--- config.mk ---
export PLATFORM = sky130hd
export DESIGN_NAME = sspc_cmp
export DESIGN_NICKNAME = d
export VERILOG_FILES = /design/src/design/sspc_pkg.sv /design/src/design/sspc_cmp.sv
export SDC_FILE = /design/constraint.sdc
export NUM_CORES = 1
export LEC_CHECK = 0
export ABC_CLOCK_PERIOD_IN_PS = 5900
export BUFFER_PORTS_ARGS = -buffer_cell sky130_fd_sc_hd__buf_2
export CORE_MARGIN = 2
export CORE_UTILIZATION = 45
export DETAILED_ROUTE_END_ITERATION = 6
export PLACE_DENSITY = 0.91
export SLEW_MARGIN = 20
export SYNTH_ARGS = -nofsm -noshare
export SYNTH_HDL_FRONTEND = slang
export SYNTH_SLANG_ARGS = --single-unit
--- constraint.sdc ---
create_clock -name vclk -period 5.9
set_clock_uncertainty 0.1 [all_clocks]
set_input_delay 1.475 -clock vclk [all_inputs]
set_output_delay 1.475 -clock vclk [all_outputs]
set_load 0.02 [all_outputs]
--- src/design/sspc_pkg.sv ---
package sspc_pkg;

    // Fixed field widths of the channels.
    localparam int OP_W         = 2;
    localparam int SLOT_FIELD_W = 3;
    localparam int OWNER_W      = 8;
    localparam int IN_COORD_W   = 24;
    localparam int KIND_W       = 2;
    localparam int STATUS_W     = 2;
    localparam int COUNT_W      = 5;

    // Defaults for the top-level parameters.
    localparam int SLOT_COUNT_DEF = 8;
    localparam int COORD_BITS_DEF = 24;

    // Each slot owns 2**SEL_W words in the box memory.
    localparam int SEL_W = 4;

    // Word select within a slot: {group, upper bound, axis}.
    localparam logic GRP_CMB = 1'b0;  // union box of older and newer segment
    localparam logic GRP_NEW = 1'b1;  // box of the newer segment
    localparam logic [SEL_W-1:0] SEL_OWNER = 4'b0011;

    localparam logic [1:0] AXIS_X = 2'd0;
    localparam logic [1:0] AXIS_Z = 2'd2;

    typedef enum logic [OP_W-1:0] {
        OP_ADD    = 2'd0,
        OP_REMOVE = 2'd1,
        OP_UPDATE = 2'd2,
        OP_SWEEP  = 2'd3
    } t_op;

    typedef enum logic [KIND_W-1:0] {
        KIND_STATUS = 2'd0,
        KIND_PAIR   = 2'd1,
        KIND_END    = 2'd2
    } t_kind;

    typedef enum logic [STATUS_W-1:0] {
        STAT_OK    = 2'd0,
        STAT_BUSY  = 2'd1,
        STAT_EMPTY = 2'd2
    } t_status;

    typedef enum logic [4:0] {
        ST_IDLE,
        ST_SEG,
        ST_MIN,
        ST_MAX,
        ST_WR_CLO,
        ST_WR_CHI,
        ST_WR_NLO,
        ST_WR_NHI,
        ST_WR_OWN,
        ST_STATUS,
        ST_PAIR,
        ST_OWN,
        ST_OV_A,
        ST_OV_B,
        ST_EMIT_PAIR,
        ST_NEXT,
        ST_EMIT_END
    } t_state;

    // Result of the shared comparator.
    typedef struct packed {
        logic lt;
        logic eq;
    } t_cmp;

    function automatic logic [SEL_W-1:0] fld_sel(logic grp, logic hi, logic [1:0] axis);
        fld_sel = {grp, hi, axis};
    endfunction

endpackage

--- src/design/sspc_cmp.sv ---
module sspc_cmp #(
    parameter int DATA_W = sspc_pkg::COORD_BITS_DEF
) (
    input  logic signed [DATA_W-1:0] i_a,
    input  logic signed [DATA_W-1:0] i_b,
    output sspc_pkg::t_cmp           o_res
);
    import sspc_pkg::*;

    // One signed compare serves every endpoint order, min, max, overlap and owner test.
    always_comb begin
        o_res.lt = (i_a < i_b);
        o_res.eq = (i_a == i_b);
    end
endmodule
* Yosys cells after proc, flatten, opt, wreduce, memory -nomap -nowiden *
Cells that the tools add are included.

cells by class
  order comparisons = 1
  eq/ne operators = 1

operators with widths
  kind                  number
  equality test 24 bit  1
  < comparator 24 bit   1

word-level totals
  register bits = 0
  bits of input ports = 48
  output and inout port bits = 2

* Longest topological paths before layout *
  word-level depth = 1
  depth in mapped cells = 8

* Worst setup path after synthesis *
No wires, ideal clock.

  path type = input port to output port
  start = input port i_b[11]
  end = output port o_res[1] (netlist name)
  arrival = 3,049 ps
  path slack = 1,276 ps
  stages = 8
  path buffers = 0
  cell sequence = inv_1 -> ha_1 -> and3_4 -> a221o_1 -> a22o_1 -> nor4_2 -> o21ai_1 -> xor2_1

RTL lines
  item             RTL line       RTL
  start, declared  sspc_cmp.sv:5  input logic signed [DATA_W-1:0] i_b,
  end, declared    sspc_cmp.sv:6  output sspc_pkg::t_cmp o_res

==> reports/metrics.cfg <==
[synth]
yosysUniqueCellTypes = 18
syn_area_per_cell_sq_um = 7.431
synth_compound_area_share_pct = 17.45
synth_nets = 154
synth_top_family_by_area = adder cells
ys.warnings.count = 0
synthSimpleGateAreaFrac_pct = 17.04
synth-seq-area-share_pct = 0
synth_xor_area_share_pct = 1.437
synthMuxAreaShare_pct = 0
postSynthCellCount = 82
syn_area_sq_um = 609.3
synthAdderAreaFrac_pct = 49.28

[finish]
drive_gt1_share_pct = 39.39
nFlopsAndLatches = 0
final_common_cell = buf_2
diodes = 0
area_delta_synth_final_pct = 44.15
post-route-util_pct = 68.35
fin_cells = 147
clkbuf_count = 0
nets = 206
regArea_sq_um = 0
layout_common_cells = buf_2 (50), inv_1 (24), ha_1 (24)

[flow_run]
maxCapViolCount = 0

[grt]
grt_pass1_wl_microns = 2180
antenna_found_initial = 0
grt_use_total_pct = 18.42
grt_max_degree = 4
first_global_vias = 640
grt_overflow = 0

[timing]
min_period_ns = 4.725
final_min_period_over_clock_period_pct = 80.08
worst_pin_slew_ns = 0.2477
setup-violations-final = 0
fmax_mhz = 211.7
slew_violations = 0
max_slew_margin_pct = 83.36
rsz0062_at_grt = false
timing.final.hold_violations = 0
fin_tns_setup_ns = 0
setup_slack_ns = 1.175

[route]
detail_route.iter0.violations = 4
met1_length_microns = 504
via_count = 733
top_layer_used = met3
ant_nets = 0
wl_met3_microns = 83
drc = 0
wire_per_inst_microns = 9.510
via_per_inst = 4.986
routed_wl_microns = 1398
drtPass1Iterations = 4
met2_length_microns = 809

[critical_path]
required_ns = 4.32
path_class = in -> out
critPathMaxStageDelay_ns = 0.33
endpoint_kind = primary output
cp_top_family = compound AO/OA/AOI/OAI gates
cp_cell_sequence = buf_2 > ha_1 > and3_4 > a221o_1 > a22o_1 > nor4_2 > o21ai_1 > xor2_1 > buf_2
startpoint_type = input port
worstPathMaxFanout = 2
path_common_cell = buf_2
path_buf_inv = 2
cp_slowest_cell = a221o_1
cp_data_arrival_time_ns = 3.15

[power]
p_per_area_nw_per_um2 = 64.27
switching_share_pct = 46.22
seqPwrFrac_pct = 0
p_int_w = 0.00003036
comb_power_share_pct = 100.0
power_frac_clock_pct = 0
switching_power_w = 0.00002609
leakagePower_nw = 0.5952
vdd_drop_max_mv = 0.02997

[clock_tree]
cts_setup_buffers = 0
hold_buffers = 0
cts_resized = 0

[floorplan]
core-area_sq_um = 1285
die_height_microns = 40.80
pin_count = 50
rows = 13
die_area_sq_um = 1664
die_w_microns = 40.80
start_util_pct = 47.42

[placement]
portBuffers = 50
post-place-ws_ns = 1.173
place_inst = 147
post-dp-hpwl_microns = 1363
gp_congestion = 0.6345

[min_path]
hold_class = in -> out

[status]
status = finished, final reports clean

==> per-stage QoR <==
| step | total power (W) | instance area [sq um] | hold WS [ns] |
|---|---|---|---|
| finish | 0.00005645 | 878.3 | 3.336 |
| floorplan | 0.00003277 | 609.3 | 3.155 |
| global placement | 0.00005389 | 878.3 | 3.337 |
| detailed placement | 0.00005706 | 878.3 | 3.341 |
| global route | 0.00006466 | 878.3 | 3.371 |
| CTS | 0.00005735 | 878.3 | 3.341 |
==> Yosys cell counts (2+ instances only) <==
cell	count	area, sq um
nand3_1	4	20.02
a21o_1	3	22.52
nand2_1	2	7.510
inv_1	24	90.09
a21oi_1	7	35.03
nand4_1	5	31.28
nor3_1	3	15.01
ha_1	24	300.3
==> tightest hold or removal path: stages <==
cell and delay [ns]:
buf_2 0.08, ha_1 0.17, xor2_1 0.08, buf_2 0.15
==> power by group through the flow <==
stage               registers, W  clock network, W  logic [W]
floorplan                      0                 0  0.0000328
global placement               0                 0  0.0000539
detailed placement             0                 0  0.0000571
CTS                            0                 0  0.0000574
global route                   0                 0  0.0000647
finish                         0                 0  0.0000564
==> cells by family after synthesis <==
family / count (synthesis)
and+or+nand+nor: 17
buffers and inverters: 24
AOI/OAI and AO/OA: 16
adders and majority gates: 24
xor gates and xnor gates: 1
==> path summary, 6_finish.rpt <==
kind / startpoint / to / slack, ns / cells past startpoint
hold / removal: i_a[23] / o_res[1] / 3.34 / 4
setup / recovery: i_a[11] / o_res[1] / 1.18 / 9
==> routing by layer <==
layer | up-vias | GRT usage, %
li1 | 391 | -
met1 | 319 | 18.91
met2 | 23 | 40.63
met3 | 0 | 0
met4 | 0 | 1.667
met5 | - | 0
==> cell type report <==
type	instances	area [sq um]
Fill cell	120	406.6
Inverter	24	90.09
Multi-Input combinational cell	58	519.2
Tap cell	15	18.77
Timing Repair Buffer	50	250.2
Power figures use the tool's default switching activity.
