$ cat config.mk
export PLATFORM = sky130hd
export DESIGN_NAME = sspc_box_mem
export DESIGN_NICKNAME = d
export VERILOG_FILES = /design/src/design/sspc_pkg.sv /design/src/design/sspc_box_mem.sv
export SDC_FILE = /design/constraint.sdc
export NUM_CORES = 2
export LEC_CHECK = 0
export BUFFER_PORTS_ARGS = -buffer_cell sky130_fd_sc_hd__buf_4
export CORE_UTILIZATION = 50
export CTS_CLUSTER_DIAMETER = 80
export DETAILED_ROUTE_END_ITERATION = 6
export PLACE_DENSITY = 0.68
export SLEW_MARGIN = 10
export SYNTH_ARGS = -nofsm -noshare
export SYNTH_HDL_FRONTEND = slang
export SYNTH_SLANG_ARGS = --single-unit
export TNS_END_PERCENT = 30
$ cat constraint.sdc
create_clock -name i_clk -period 3.3 [get_ports i_clk]
set_clock_uncertainty 0.15 [all_clocks]
set_input_delay 0.66 -clock i_clk [delete_from_list [all_inputs] [get_ports i_clk]]
set_output_delay 0.66 -clock i_clk [all_outputs]
set_load 0.1 [all_outputs]
$ cat src/design/sspc_pkg.sv
package sspc_pkg;

    // Fixed field widths of the channels.
    localparam int OP_W         = 2;
    localparam int SLOT_FIELD_W = 3;
    localparam int OWNER_W      = 8;
    localparam int IN_COORD_W   = 24;
    localparam int KIND_W       = 2;
    localparam int STATUS_W     = 2;
    localparam int COUNT_W      = 5;

    // Defaults for the top-level parameters.
    localparam int SLOT_COUNT_DEF = 8;
    localparam int COORD_BITS_DEF = 24;

    // Each slot owns 2**SEL_W words in the box memory.
    localparam int SEL_W = 4;

    // Word select within a slot: {group, upper bound, axis}.
    localparam logic GRP_CMB = 1'b0;  // union box of older and newer segment
    localparam logic GRP_NEW = 1'b1;  // box of the newer segment
    localparam logic [SEL_W-1:0] SEL_OWNER = 4'b0011;

    localparam logic [1:0] AXIS_X = 2'd0;
    localparam logic [1:0] AXIS_Z = 2'd2;

    typedef enum logic [OP_W-1:0] {
        OP_ADD    = 2'd0,
        OP_REMOVE = 2'd1,
        OP_UPDATE = 2'd2,
        OP_SWEEP  = 2'd3
    } t_op;

    typedef enum logic [KIND_W-1:0] {
        KIND_STATUS = 2'd0,
        KIND_PAIR   = 2'd1,
        KIND_END    = 2'd2
    } t_kind;

    typedef enum logic [STATUS_W-1:0] {
        STAT_OK    = 2'd0,
        STAT_BUSY  = 2'd1,
        STAT_EMPTY = 2'd2
    } t_status;

    typedef enum logic [4:0] {
        ST_IDLE,
        ST_SEG,
        ST_MIN,
        ST_MAX,
        ST_WR_CLO,
        ST_WR_CHI,
        ST_WR_NLO,
        ST_WR_NHI,
        ST_WR_OWN,
        ST_STATUS,
        ST_PAIR,
        ST_OWN,
        ST_OV_A,
        ST_OV_B,
        ST_EMIT_PAIR,
        ST_NEXT,
        ST_EMIT_END
    } t_state;

    // Result of the shared comparator.
    typedef struct packed {
        logic lt;
        logic eq;
    } t_cmp;

    function automatic logic [SEL_W-1:0] fld_sel(logic grp, logic hi, logic [1:0] axis);
        fld_sel = {grp, hi, axis};
    endfunction

endpackage

$ cat src/design/sspc_box_mem.sv
module sspc_box_mem #(
    parameter int DEPTH  = sspc_pkg::SLOT_COUNT_DEF << sspc_pkg::SEL_W,
    parameter int DATA_W = sspc_pkg::COORD_BITS_DEF
) (
    input  logic                       i_clk,
    input  logic                       i_we,
    input  logic [$clog2(DEPTH)-1:0]   i_waddr,
    input  logic [DATA_W-1:0]          i_wdata,
    input  logic [$clog2(DEPTH)-1:0]   i_raddr_a,
    input  logic [$clog2(DEPTH)-1:0]   i_raddr_b,
    output logic [DATA_W-1:0]          o_rdata_a,
    output logic [DATA_W-1:0]          o_rdata_b
);
    logic [DATA_W-1:0] r_mem [DEPTH];
    logic [DATA_W-1:0] r_rdata_a;
    logic [DATA_W-1:0] r_rdata_b;

    always_ff @(posedge i_clk) begin
        if (i_we) begin
            r_mem[i_waddr] <= i_wdata;
        end
        r_rdata_a <= r_mem[i_raddr_a];
        r_rdata_b <= r_mem[i_raddr_b];
    end

    assign o_rdata_a = r_rdata_a;
    assign o_rdata_b = r_rdata_b;
endmodule

**Word-level counts from Yosys, hierarchy flattened**

Memories as Yosys holds them, arrays and structs flattened. A register that Yosys moved wholly into a read port is not among the register bits.
Index checks and enable logic that the tools add are counted.

- Register bits after elaboration: 0
- Bits in latches: 0
- Memory bits (writable): 3072
- ROM bits: 0
- Memories: 1

Memory list:

| memory | words | bits a word | read ports | clocked after memory_dff | wr ports | line | RTL |
|---|---|---|---|---|---|---|---|
| r_mem | 128 | 24 | 2 | 2 | 1 | sspc_box_mem.sv:14 | `logic [DATA_W-1:0] r_mem [DEPTH];` |

- Add/sub/neg operators: 0
- Multiply operators: 0
- Divide/modulo/power cells: 0
- Order comparisons: 0
- Equality and inequality tests: 0
- Shift-type cells: 0
- Multiplexer cells: 2
- Bitwise logic cells: 0
- Reduce and logical (&&, ||, !) cells: 0

Operator list:

| cell | count |
|---|---|
| 1-bit 2-to-1 mux | 2 |

**Logic depth before layout (Yosys ltp)**

- Depth after elaboration: 2
- Gate-level depth with buffers: 8
- Depth with buffers taken out: 4

**Worst setup path after synthesis**

Ideal clock, no wire load.

- Path kind: input-to-reg
- Start point: in i_we
- End point: mem r_mem[98][0] (netlist name) (enable)
- Library setup time: 435 ps
- Arrival time: 2901 ps
- Setup slack: -186 ps
- Stages on the path: 3
- Cell sequence: clkbuf_1 > nand4_1 > nor3_1

- Longest elaborated chain between the ends: 2

RTL lines:

| item | line | RTL |
|---|---|---|
| start: declaration | sspc_box_mem.sv:6 | `input logic i_we,` |
| 1-bit 2-to-1 mux | sspc_box_mem.sv:19 | `if (i_we) begin` |
| 1-bit 2-to-1 mux (implied by the code) | sspc_box_mem.sv:20 | `r_mem[i_waddr] <= i_wdata;` |
| end: declaration | sspc_box_mem.sv:14 |  |

No other way between the ends.

**Worst setup path in the final report**

- Start point: reg r_rdata_a[8] (netlist: o_rdata_a[8]) (read register of r_mem)
- End point: out o_rdata_a[8]

RTL lines:

| item | line | RTL |
|---|---|---|
| start: declaration | sspc_box_mem.sv:15 | `logic [DATA_W-1:0] r_rdata_a;` |
| end: declaration | sspc_box_mem.sv:11 | `output logic [DATA_W-1:0] o_rdata_a,` |

No word-level cell between the ends.

==> flow_metrics.env <==
export IMPL_initialDrtViolationCount=12252
export IMPL_setup_viol=0
export IMPL_ir_drop_mv=0.459
export IMPL_drv_slew=0
export IMPL_rows=195
export IMPL_grt_first_pass_wirelength_um=613000
export IMPL_cts_buffer_depth=4
export IMPL_grt_use_total_pct=31.4
export IMPL_worst_pin_slew_ns=1.07
export IMPL_yosysTopAreaCell="edfxtp_1"
export IMPL_synth_edf_count=3072
export IMPL_htreeDepth=5
export IMPL_intPower_uw=68600
export IMPL_clk_pin_slew_ns=0.06
export IMPL_ys_flop_type="edfxtp_1"
export IMPL_hpwl_um=283000
export IMPL_critPathKind="reg2out"
export IMPL_nNetsFinal=6527
export IMPL_path_delay_family="flip-flops"
export IMPL_cts_tree="yes"
export IMPL_synthTopCellsByArea="edfxtp_1 65%, mux4_2 32%, dfxtp_1 0.68%"
export IMPL_p_leak_uw=0.0515
export IMPL_hold_viol=0
export IMPL_cp_startpoint="o_rdata_a[8]"
export IMPL_combPwrFrac_pct=10.2
export IMPL_overflow=0
export IMPL_vias=76389
export IMPL_fin_setup_tns_ns=0
export IMPL_clockRootBuffer="clkbuf_16"
export IMPL_async_flop_share_pct=0
export IMPL_netlist_instances=5821
export IMPL_max_freq_mhz=316
export IMPL_clockPowerShare_pct=40.6
export IMPL_p_switching_uw=21100
export IMPL_hold_path_class="in2reg"
export IMPL_numClockSinks=3120
export IMPL_post_route_period_util_pct=95.9
export IMPL_routed_wl_um=443000
export IMPL_first_global_vias=76919
export IMPL_power_density_nw_per_um2=540
export IMPL_crit_slowest_cell="dfxtp_1"
export IMPL_start_util_pct=50.3
export IMPL_worstSetupStartpointType="flop"
export IMPL_ant_nets=0
export IMPL_place_gp_congestion=0.910
export IMPL_first_pass_iters=6
export IMPL_grt_max_degree=129
export IMPL_grt_busiest_layer="met2"
export IMPL_top_level_ports=95
export IMPL_slowest_delay_ns=1.03
export IMPL_swShare_pct=23.5
export IMPL_max_slew_margin_rel_pct=28.5
export IMPL_ys_warn_count=0
export IMPL_critical_path_arrival_ns=2.35
export IMPL_r2r_start="r_mem[23][10]"
export IMPL_grt_util_met2_pct=46.7
export IMPL_ys_seq_area_share_pct=65.7
export IMPL_synth_top_area_share_pct=65.1
export IMPL_portBuffers=94
export IMPL_required_ns=2.49
export IMPL_core_area_um2=282000
export IMPL_dieHeight_um=535
export IMPL_instances_no_fill=10535
export IMPL_synth_cell_types=17
export IMPL_hp_start="i_wdata[12]"
export IMPL_gr_usage_met1_pct=42.9
export IMPL_place_ws_ns=-0.694
export IMPL_cp_cell_sequence="buf_4"
export IMPL_period_minus_slack_ns=3.16
export IMPL_fp_dieW_um=535
export IMPL_crit_fanout=4
export IMPL_drc=0
export IMPL_end_kind="output pin"
export IMPL_clk_latency_ns=0.91
export IMPL_antenna_found_initial=75
export IMPL_outcome="finished clean"
export IMPL_fp_dieArea_um2=286000
export IMPL_crit_buf_inv=1
export IMPL_synthTopCellsByCount="3,072 x edfxtp_1, 2,016 x mux4_2, 247 x clkbuf_1"
export IMPL_rsz0062_at_grt="false"
export IMPL_finalWorstSetupSlack_ns=0.136
export IMPL_layout_area_overhead_vs_synth_pct=17.2
export IMPL_cts_made_buffers=326
export IMPL_met3_usage_pct=9.56
export IMPL_seqPwrFrac_pct=49.2
export IMPL_ys_seq_elements=3120
export IMPL_postCtsSetupBuffers=0
export IMPL_synth_nets=5868
export IMPL_drive_above_1_share_pct=51.5
export IMPL_wl_per_cell_um=42.1
export IMPL_worst_hold_slack_ns=0.0646
export IMPL_yosysMostFrequentCell="edfxtp_1"
export IMPL_synth_area_um2=142000
export IMPL_viasPerCell=7.25
export IMPL_drv_cap=0
export IMPL_synth_avg_cell_area_um2=24.4
export IMPL_dp_cells=9894
[registers in the layout, indices dropped and copies added (netlist names)]
| name | flops |
|---|---|
| o_rdata_a | 24 |
| o_rdata_b | 24 |
| r_mem | 3072 |
[power by group through the flow]
stage | logic, uW | registers (uW) | clock network, uW
final | 9150 | 44100 | 36400
after global routing | 9380 | 44100 | 38100
after CTS | 9060 | 44100 | 36700
after detailed placement | 9050 | 44900 | 0
after global placement | 8970 | 44900 | 0
after floorplan | 4170 | 45500 | 0
[area by class of cell]
cell class / count / area, um2
flip-flops and latches: 3120 / 93200
repair buffers: 798 / 10100
multi-input cells: 2234 / 47600
clock inverters: 167 / 1610
well taps: 3743 / 4680
clock buffers: 414 / 8760
fillers: 19588 / 116000
diodes: 59 / 148
[layout by cell type, fill, tap and decap left out]
| master | instances |
|---|---|
| buf_16 | 2 |
| dlygate4sd3_1 | 1 |
| clkbuf_16 | 333 |
| nand2_1 | 11 |
| nor2_1 | 3 |
| nand2_2 | 3 |
| buf_4 | 465 |
| clkinv_1 | 43 |
| buf_8 | 6 |
| nand4_1 | 3 |
| or3_1 | 1 |
| clkinv_8 | 2 |
| diode_2 | 59 |
| inv_8 | 1 |
| bufinv_16 | 29 |
| mux2_2 | 48 |
| clkinv_2 | 70 |
| nor2_4 | 119 |
| dfxtp_1 | 48 |
| buf_12 | 324 |
| edfxtp_1 | 3072 |
| clkbuf_8 | 12 |
| nand3_1 | 8 |
| nor3_2 | 9 |
| clkinv_4 | 1 |
| inv_6 | 10 |
| nand2b_1 | 2 |
| mux4_2 | 2016 |
| clkinvlp_4 | 11 |
| nand3_2 | 4 |
| nor2b_1 | 7 |
| clkbuf_1 | 69 |
[per-layer routing]
layer  vias up  routed length [um]  share of wire (%)
met4        22               22400                5.0
met5         -                 145              0.033
met2      5817              204000                 46
li1      28103                   -                  -
met1     41630              154000                 35
met3       817               63300                 14
[metrics by stage]
step                power [uW]  instance area [um2]  util (%)
global route             91600               166000      58.9
global placement         53900               156000      55.2
detailed placement       54000               156000      55.2
finish                   89700               166000      58.9
floorplan                49700               142000         -
CTS                      89900               166000      58.9
[final timing paths]
kind,endpoint,slack (ns),depth (start not counted)
worst max-delay path,o_rdata_a[8],0.14,1
worst min-delay path,r_mem[113][12],0.06,1
worst max register to register,o_rdata_a[10],0.37,4
worst min register to register,o_rdata_a[17],1.00,4
[logic make-up (layout without fill, tap and decap cells)]
kind of cell	count (synthesis)	in the layout	share of synthesized area, %
buf+inv	467	1379	1.36
simple gates	170	170	0.492
mux	2064	2064	32.4
other cells	0	59	0
flops	3120	3120	65.7
[timing repair]
| item | in CTS | in global routing |
|---|---|---|
| gates resized for setup | 0 | 0 |
| hold buffers | 1 | 0 |
| endpoints found under the hold margin | 7 | 0 |
(Power assumes the default switching activity.)
